===== config.mk =====
export PLATFORM = sky130hd
export DESIGN_NAME = psg_register_and_tone_counter_tick
export DESIGN_NICKNAME = d
export VERILOG_FILES = /design/src/rtl/psg_pkg.sv /design/src/rtl/psg_core.sv /design/src/rtl/psg_rsp_buf.sv /design/src/rtl/psg_register_and_tone_counter_tick.sv
export SDC_FILE = /design/constraint.sdc
export NUM_CORES = 1
export LEC_CHECK = 0
export ABC_AREA = 1
export BUFFER_PORTS_ARGS = -buffer_cell sky130_fd_sc_hd__buf_2
export CORE_ASPECT_RATIO = 1.2
export CORE_MARGIN = 2
export CORE_UTILIZATION = 55
export DETAILED_ROUTE_END_ITERATION = 8
export PLACE_DENSITY = 0.72
export SLEW_MARGIN = 25
export SYNTH_ARGS = -nofsm -noshare
export SYNTH_HDL_FRONTEND = slang
export SYNTH_SLANG_ARGS = --single-unit

===== constraint.sdc =====
create_clock -name clock -period 6.4 [get_ports clock]
set_input_delay 1.6 -clock clock [delete_from_list [all_inputs] [get_ports clock]]
set_output_delay 1.6 -clock clock [all_outputs]
set_load 0.05 [all_outputs]

===== src/rtl/psg_pkg.sv =====
`timescale 1ns / 1ps

package psg_pkg;

   localparam logic [2:0] SEL_TONE_0  = 3'd0;
   localparam logic [2:0] SEL_ATTEN_0 = 3'd1;
   localparam logic [2:0] SEL_TONE_1  = 3'd2;
   localparam logic [2:0] SEL_ATTEN_1 = 3'd3;
   localparam logic [2:0] SEL_TONE_2  = 3'd4;
   localparam logic [2:0] SEL_ATTEN_2 = 3'd5;
   localparam logic [2:0] SEL_NOISE   = 3'd6;
   localparam logic [2:0] SEL_ATTEN_3 = 3'd7;

   localparam logic [3:0] ATTEN_SILENT = 4'd15;

   typedef struct packed {
      logic [2:0][9:0] period;
      logic [3:0][3:0] atten;
      logic [2:0]      noise_bits;
      logic            noise_restart;
   } regs_type;

   typedef struct packed {
      logic [3:0] tone_sign;
      logic [3:0] atten_0;
      logic [3:0] atten_1;
      logic [3:0] atten_2;
      logic [3:0] atten_3;
      logic [2:0] noise_control;
      logic       noise_trigger;
   } result_type;

endpackage


===== src/rtl/psg_core.sv =====
`timescale 1ns / 1ps

module psg_core (
   input  logic                   clock,
   input  logic                   reset,
   input  logic                   accept,
   input  logic                   write_valid,
   input  logic [7:0]             write_data,
   input  logic                   reset_line,
   output psg_pkg::result_type    result
);

   logic              pa_ff, pa_in;
   logic              pb_ff, pb_in;
   logic [1:0]        cha_ff, cha_in;
   logic [1:0]        chb_ff, chb_in;
   logic [7:0]        bus_ff, bus_in;
   logic              seen_ff, seen_in;
   logic [2:0]        sel_ff, sel_in;
   psg_pkg::regs_type regs_ff, regs_in;
   logic              rseen_ff, rseen_in;
   logic [2:0]        oh_ff, oh_in;
   logic [1:0]        slot_ff, slot_in;
   logic [3:0][9:0]   count_ff, count_in;
   logic [3:0]        ovf_ff, ovf_in;
   logic [3:0]        sign_ff, sign_in;
   logic              mask_ff, mask_in;
   logic              force_ff, force_in;

   function automatic logic pick(logic frc, logic seen, logic [2:0] sel, logic [2:0] code);
      pick = frc | (seen && (sel == code));
   endfunction

   function automatic logic [9:0] set_period(logic [9:0] p, logic frc, logic [7:0] d);
      logic [9:0] v;
      v = p;
      if (d[7] || frc) v = {v[9:4], d[3:0]};
      if (!d[7]) v = {d[5:0], v[3:0]};
      set_period = v;
   endfunction

   function automatic psg_pkg::regs_type apply_write(
      psg_pkg::regs_type r, logic frc, logic msk, logic seen, logic [2:0] sel, logic [7:0] d);
      psg_pkg::regs_type v;
      logic [3:0]        a;
      v = r;
      a = msk ? psg_pkg::ATTEN_SILENT : d[3:0];
      if (pick(frc, seen, sel, psg_pkg::SEL_ATTEN_0)) v.atten[0] = a;
      if (pick(frc, seen, sel, psg_pkg::SEL_ATTEN_1)) v.atten[1] = a;
      if (pick(frc, seen, sel, psg_pkg::SEL_ATTEN_2)) v.atten[2] = a;
      if (pick(frc, seen, sel, psg_pkg::SEL_ATTEN_3)) v.atten[3] = a;
      if (pick(frc, seen, sel, psg_pkg::SEL_TONE_0))
         v.period[0] = set_period(v.period[0], frc, d);
      if (pick(frc, seen, sel, psg_pkg::SEL_TONE_1))
         v.period[1] = set_period(v.period[1], frc, d);
      if (pick(frc, seen, sel, psg_pkg::SEL_TONE_2))
         v.period[2] = set_period(v.period[2], frc, d);
      if (pick(frc, seen, sel, psg_pkg::SEL_NOISE)) begin
         v.noise_bits    = d[2:0];
         v.noise_restart = 1'b1;
      end
      apply_write = v;
   endfunction

   logic              phase_one, phase_two;
   logic [7:0]        vis1, vis2;
   psg_pkg::regs_type regs1, regs2;
   logic [9:0]        limit, cnt;

   always_comb begin
      bus_in = write_valid ? write_data : bus_ff;
      pa_in  = ~pa_ff;
      pb_in  = pb_ff ^ pa_ff;
      if (cha_ff == 2'b10) begin
         pa_in = 1'b0;
         pb_in = 1'b0;
      end
      cha_in = {cha_ff[0], reset_line};

      vis1  = mask_ff ? 8'd0 : bus_in;
      regs1 = apply_write(regs_ff, force_ff, mask_ff, seen_ff, sel_ff, vis1);
      seen_in = write_valid;
      sel_in  = (write_valid && vis1[7]) ? vis1[6:4] : sel_ff;

      phase_one = pa_in & ~pb_ff;
      phase_two = pa_in & pb_ff;

      regs_in  = regs1;
      rseen_in = rseen_ff;
      oh_in    = oh_ff;
      slot_in  = slot_ff;
      count_in = count_ff;
      ovf_in   = ovf_ff;
      sign_in  = sign_ff;
      chb_in   = chb_ff;
      mask_in  = mask_ff;
      force_in = force_ff;
      vis2     = 8'd0;
      regs2    = regs1;

      limit = 10'd0;
      if (oh_ff[0]) limit = limit | regs1.period[0];
      if (oh_ff[1]) limit = limit | regs1.period[1];
      if (oh_ff[2]) limit = limit | regs1.period[2];
      cnt = (count_ff[slot_ff] >= limit) ? 10'd0 : count_ff[slot_ff];
      if (chb_ff[1]) cnt = 10'd0;

      if (phase_one) begin
         if (oh_ff[0]) sign_in = sign_ff ^ ovf_ff;
         if (chb_ff[1]) sign_in = 4'd0;
         ovf_in = {ovf_ff[2:0], count_ff[slot_ff] >= limit};
         count_in[slot_ff] = cnt + 10'd1;
         if (chb_ff[0] || (oh_ff != 3'd0)) oh_in = {oh_ff[1:0], 1'b0};
         else oh_in = 3'd1;
         chb_in   = {chb_ff[0], reset_line};
         rseen_in = regs1.noise_restart;
      end else if (phase_two) begin
         mask_in = chb_ff[1];
         force_in = chb_ff[0];
         if (rseen_ff) regs2.noise_restart = 1'b0;
         vis2 = chb_ff[1] ? 8'd0 : bus_in;
         regs_in = apply_write(regs2, chb_ff[0], chb_ff[1], seen_in, sel_in, vis2);
         slot_in = slot_ff + 2'd1;
      end
   end

   always_ff @(posedge clock) begin
      if (reset) begin
         pa_ff    <= 1'b0;
         pb_ff    <= 1'b0;
         cha_ff   <= '0;
         chb_ff   <= '0;
         bus_ff   <= '0;
         seen_ff  <= 1'b0;
         sel_ff   <= '0;
         regs_ff  <= '0;
         rseen_ff <= 1'b0;
         oh_ff    <= '0;
         slot_ff  <= '0;
         count_ff <= '0;
         ovf_ff   <= '0;
         sign_ff  <= '0;
         mask_ff  <= 1'b0;
         force_ff <= 1'b0;
      end else if (accept) begin
         pa_ff    <= pa_in;
         pb_ff    <= pb_in;
         cha_ff   <= cha_in;
         chb_ff   <= chb_in;
         bus_ff   <= bus_in;
         seen_ff  <= seen_in;
         sel_ff   <= sel_in;
         regs_ff  <= regs_in;
         rseen_ff <= rseen_in;
         oh_ff    <= oh_in;
         slot_ff  <= slot_in;
         count_ff <= count_in;
         ovf_ff   <= ovf_in;
         sign_ff  <= sign_in;
         mask_ff  <= mask_in;
         force_ff <= force_in;
      end
   end

   assign result.tone_sign     = sign_in;
   assign result.atten_0       = regs_in.atten[0];
   assign result.atten_1       = regs_in.atten[1];
   assign result.atten_2       = regs_in.atten[2];
   assign result.atten_3       = regs_in.atten[3];
   assign result.noise_control = regs_in.noise_bits;
   assign result.noise_trigger = regs_in.noise_restart;

endmodule


===== src/rtl/psg_rsp_buf.sv =====
`timescale 1ns / 1ps

module psg_rsp_buf (
   input  logic                clock,
   input  logic                reset,
   input  logic                push,
   input  psg_pkg::result_type push_data,
   output logic                full,
   output logic                rsp_valid,
   input  logic                rsp_stall,
   output psg_pkg::result_type rsp_data
);

   logic                out_valid_ff, out_valid_in;
   logic                skid_valid_ff, skid_valid_in;
   psg_pkg::result_type out_ff, out_in;
   psg_pkg::result_type skid_ff, skid_in;
   logic                take;

   assign take = out_valid_ff & ~rsp_stall;

   always_comb begin
      out_valid_in  = out_valid_ff;
      skid_valid_in = skid_valid_ff;
      out_in        = out_ff;
      skid_in       = skid_ff;
      if (skid_valid_ff) begin
         if (take) begin
            out_in        = skid_ff;
            skid_valid_in = 1'b0;
         end
      end else if (push) begin
         if (!out_valid_ff || take) begin
            out_in       = push_data;
            out_valid_in = 1'b1;
         end else begin
            skid_in       = push_data;
            skid_valid_in = 1'b1;
         end
      end else if (take) begin
         out_valid_in = 1'b0;
      end
   end

   always_ff @(posedge clock) begin
      if (reset) begin
         out_valid_ff  <= 1'b0;
         skid_valid_ff <= 1'b0;
      end else begin
         out_valid_ff  <= out_valid_in;
         skid_valid_ff <= skid_valid_in;
      end
   end

   always_ff @(posedge clock) begin
      out_ff  <= out_in;
      skid_ff <= skid_in;
   end

   assign full      = skid_valid_ff;
   assign rsp_valid = out_valid_ff;
   assign rsp_data  = out_ff;

endmodule


===== src/rtl/psg_register_and_tone_counter_tick.sv =====
`timescale 1ns / 1ps

// Tick-level sound generator register file and tone counters. Each request is
// one master-clock tick (optional bus byte plus clear-pin level); one response
// per request carries the sign flip-flops, attenuations and noise control as
// they stand after that tick. A request is taken every cycle unless req_stall
// is high; its response comes from a single state-update stage and is
// registered into a two-entry output buffer. req_stall rises only when both
// buffer entries hold responses not yet taken.
module psg_register_and_tone_counter_tick (
   input  logic       clock,
   input  logic       reset,
   input  logic       req_valid,
   output logic       req_stall,
   input  logic       req_write_valid,
   input  logic [7:0] req_write_data,
   input  logic       req_reset_line,
   output logic       rsp_valid,
   input  logic       rsp_stall,
   output logic [3:0] rsp_tone_sign,
   output logic [3:0] rsp_atten_0,
   output logic [3:0] rsp_atten_1,
   output logic [3:0] rsp_atten_2,
   output logic [3:0] rsp_atten_3,
   output logic [2:0] rsp_noise_control,
   output logic       rsp_noise_trigger
);

   logic                accept;
   psg_pkg::result_type result;
   psg_pkg::result_type rsp_data;

   assign accept = req_valid & ~req_stall;

   psg_core u_core (
      .clock       (clock),
      .reset       (reset),
      .accept      (accept),
      .write_valid (req_write_valid),
      .write_data  (req_write_data),
      .reset_line  (req_reset_line),
      .result      (result)
   );

   psg_rsp_buf u_rsp_buf (
      .clock     (clock),
      .reset     (reset),
      .push      (accept),
      .push_data (result),
      .full      (req_stall),
      .rsp_valid (rsp_valid),
      .rsp_stall (rsp_stall),
      .rsp_data  (rsp_data)
   );

   assign rsp_tone_sign     = rsp_data.tone_sign;
   assign rsp_atten_0       = rsp_data.atten_0;
   assign rsp_atten_1       = rsp_data.atten_1;
   assign rsp_atten_2       = rsp_data.atten_2;
   assign rsp_atten_3       = rsp_data.atten_3;
   assign rsp_noise_control = rsp_data.noise_control;
   assign rsp_noise_trigger = rsp_data.noise_trigger;

endmodule

==> results.json <==
{
  "setup_tns_ps": 0,
  "r2r_start": "u_core.sel_ff[0]$_SDFFE_PP0P_",
  "setup_viol_count_final": 0,
  "powerDensity_mw_per_mm2": 284,
  "async_flop_share_pct": 0,
  "detailedRoute.firstIterationViolations": 756,
  "netlist-cell-type-count": 41,
  "drt-wirelength-per-cell_um": 15.2,
  "numClockSinks": 173,
  "design_power_total_uw": 2810,
  "postCtsSetupBuffers": 0,
  "reg2reg_slack_ps": 1960,
  "globalRoute.totalOverflow": 0,
  "final.min_clock_period_ps": 5290,
  "place.detailed.hpwl_mm": 15.6,
  "cts_root_buf": "sky130_fd_sc_hd__clkbuf_16",
  "core-area_sq_mm": 0.0161,
  "grt_max_degree": 75,
  "ctsHoldBuffers": 0,
  "design.die.area_sq_mm": 0.0175,
  "min_path_type": "reg2reg",
  "drt_pass1_iterations": 5,
  "initial_core_util_pct": 56.0,
  "timing.critical_path.slowest_cell_delay_ps": 350,
  "cts_tree": "yes",
  "synth.top_cells.by_count": "316 x sky130_fd_sc_hd__nand2_1, 163 x sky130_fd_sc_hd__inv_1, 147 x sky130_fd_sc_hd__o21ai_0, 125 x sky130_fd_sc_hd__dfxtp_1, 112 x sky130_fd_sc_hd__a21oi_1",
  "run_status": "complete, no violations",
  "dr_wl_met3_mm": 1.18,
  "layout-drive-gt1-share_pct": 9.95,
  "rows": 51,
  "period_share_pct": 82.7,
  "io_pins": 40,
  "cts_made_buffers": 17,
  "worst_skew_pair.late_latency_ps": 440,
  "worst-endpoint-arrival_ps": 5610,
  "synth_seq_cells": 173,
  "synthTopCellsByArea": "sky130_fd_sc_hd__dfxtp_1 28%, sky130_fd_sc_hd__edfxtp_1 16%, sky130_fd_sc_hd__nand2_1 13%",
  "yosysMostFrequentCell": "sky130_fd_sc_hd__nand2_1",
  "synth_flop_cell": "sky130_fd_sc_hd__dfxtp_1",
  "synth_fp_nets": 1287,
  "post-synth-top-area-fraction_pct": 27.7,
  "synth_top_cell_by_area": "sky130_fd_sc_hd__dfxtp_1",
  "path_max_fanout": 13,
  "fin_skew_ps": 10.7,
  "post_cts.resized_instances": 0,
  "gp_congestion": 0.943,
  "die_width_um": 121,
  "worstMarginPinSlew_ps": 851,
  "critPathCaptureType": "flip-flop",
  "synth_enable_flop_cells": 48,
  "buffer_ports.inserted": 39,
  "timing.rr.end": "u_core.count_ff[24]$_SDFFE_PP0P_",
  "final-max-slew-violation-count": 0,
  "grt_pass1_vias": 7741,
  "grt_first_pass_wirelength_mm": 38.1,
  "synthCells": 1258,
  "clk_pin_slew_ps": 70,
  "rr_worst_depth": 24,
  "max-slew-margin-rel_pct": 42.8,
  "number_of_hold_violations_in_the_final_report": 0,
  "worst_hold_startpoint": "u_core.cha_ff[1]$_SDFFE_PP0P_",
  "cp_slowest_cell": "sky130_fd_sc_hd__xor2_1",
  "syn-mean-instance-area_sq_um": 7.19,
  "area_growth_syn_to_layout_pct": 9.48,
  "vias": 8211,
  "diodes": 0,
  "power.leakage_uw": 0.00436,
  "met1Wirelength_mm": 9.81,
  "grt_setup_unrepaired": "false",
  "fin_nets": 1302,
  "postRouteAntennaNets": 0,
  "cp-start-kind": "input port",
  "clock_tree.htree_level_count": 4,
  "drt_wl_total_mm": 22.8,
  "timing.critical_path.from": "req_write_valid",
  "grt_antenna_before_repair": 0,
  "maximum_buffer_depth_of_the_clock_tree": 2,
  "crit_path_end": "u_core.count_ff[24]$_SDFFE_PP0P_",
  "fin_ws_ps": 1110,
  "maxCapViolations": 0,
  "max_freq_mhz": 189,
  "ys.warnings.count": 0,
  "worst_ep_required_time_ps": 6720,
  "path_class": "in2reg",
  "ir_worst_vdd_mv": 0.172,
  "global_route.usage.total_pct": 27.3,
  "mappedNetlistArea_sq_mm": 0.00904,
  "wl_met2_mm": 11.3,
  "highest_layer": "met4",
  "preCtsSetupSlack_ps": 721,
  "die-height_um": 144,
  "synth-seq-area-share_pct": 43.6,
  "vias_per_cell": 5.48,
  "drt_drc_violations_left": 0
}
## worst min path at each step
stage,end,slack [ps],cells after the start
after CTS,u_core.cha_ff[1]$_SDFFE_PP0P_,460,2
after global placement,u_core.cha_ff[1]$_SDFFE_PP0P_,440,2
after detailed placement,u_core.cha_ff[1]$_SDFFE_PP0P_,450,2
after global routing,u_core.bus_ff[0]$_SDFFE_PP0P_,480,2
final,u_core.cha_ff[1]$_SDFFE_PP0P_,460,2
after floorplan,u_core.bus_ff[5]$_SDFFE_PP0P_,430,2
## cell families after synthesis
group                      Yosys count  share of synthesized area, %
and+or+nand+nor                    489                          22.4
AOI/OAI and AO/OA                  356                          21.9
buffers and inverters              223                          9.81
DFF                                173                          43.6
adders and majority gates           15                          2.08
xor gates and xnor gates             2                         0.194
## layer usage
metal  vias to the layer above  global-route usage [%]
met2                       259                    48.3
met5                         -                       0
met1                      3743                    33.6
met4                         0                    9.85
met3                        41                    3.94
li1                       4168                       -
## power breakdown
| part | switching (uW) | internal (uW) | total [uW] |
|---|---|---|---|
| Combinational | 395 | 149 | 545 |
| Clock | 446 | 574 | 1020 |
| Sequential | 40.8 | 1200 | 1240 |
## metrics by stage
stage	cell area, sq um	instances	hold WS, ps	utilization, %
2_1_floorplan	9040	1258	429	-
3_3_place_gp	9330	1466	444	57.8
3_5_place_dp	9330	1466	453	57.8
4_1_cts	9900	1498	462	61.3
5_1_grt	9900	1498	478	61.3
6_report	9900	1498	457	61.3
## registers in the layout, indices dropped and copies added (netlist names), 2 cells and up
signal / flops
u_core.slot_ff: 2
u_core.oh_ff: 3
u_core.sign_ff: 4
u_core.bus_ff: 7
u_rsp_buf.skid_ff: 24
u_core.regs_ff: 50
u_core.count_ff: 40
u_core.ovf_ff: 4
u_rsp_buf.rsp_data: 24
u_core.cha_ff: 2
u_core.sel_ff: 3
u_core.chb_ff: 2
## layout make-up
cell class / count / area, sq um
sequential: 173 / 3940
fill: 1505 / 6240
clock buffer: 18 / 429
clock inverter: 14 / 140
timing repair buffer: 47 / 255
inverter: 172 / 646
multi-input combinational: 862 / 4220
tap: 212 / 265
## cell usage in the layout, fill, tap and decap left out, types with 25 or more instances in the layout
cell                       count
sky130_fd_sc_hd__a21oi_1     111
sky130_fd_sc_hd__buf_2        39
sky130_fd_sc_hd__dfxtp_1     125
sky130_fd_sc_hd__edfxtp_1     48
sky130_fd_sc_hd__inv_1       162
sky130_fd_sc_hd__nand2_1     315
sky130_fd_sc_hd__nand3_1      39
sky130_fd_sc_hd__nor2_1       87
sky130_fd_sc_hd__o21ai_0     147
sky130_fd_sc_hd__o21ai_1      25
## worst max-delay path: cells and delay by family
family	cells	cell delay, ps
and+or+nand+nor	12	1570
buffers and inverters	6	880
AOI/OAI and AO/OA	5	690
adders and majority gates	2	520
xor gates and xnor gates	1	350
Power figures use the tool's default switching activity.
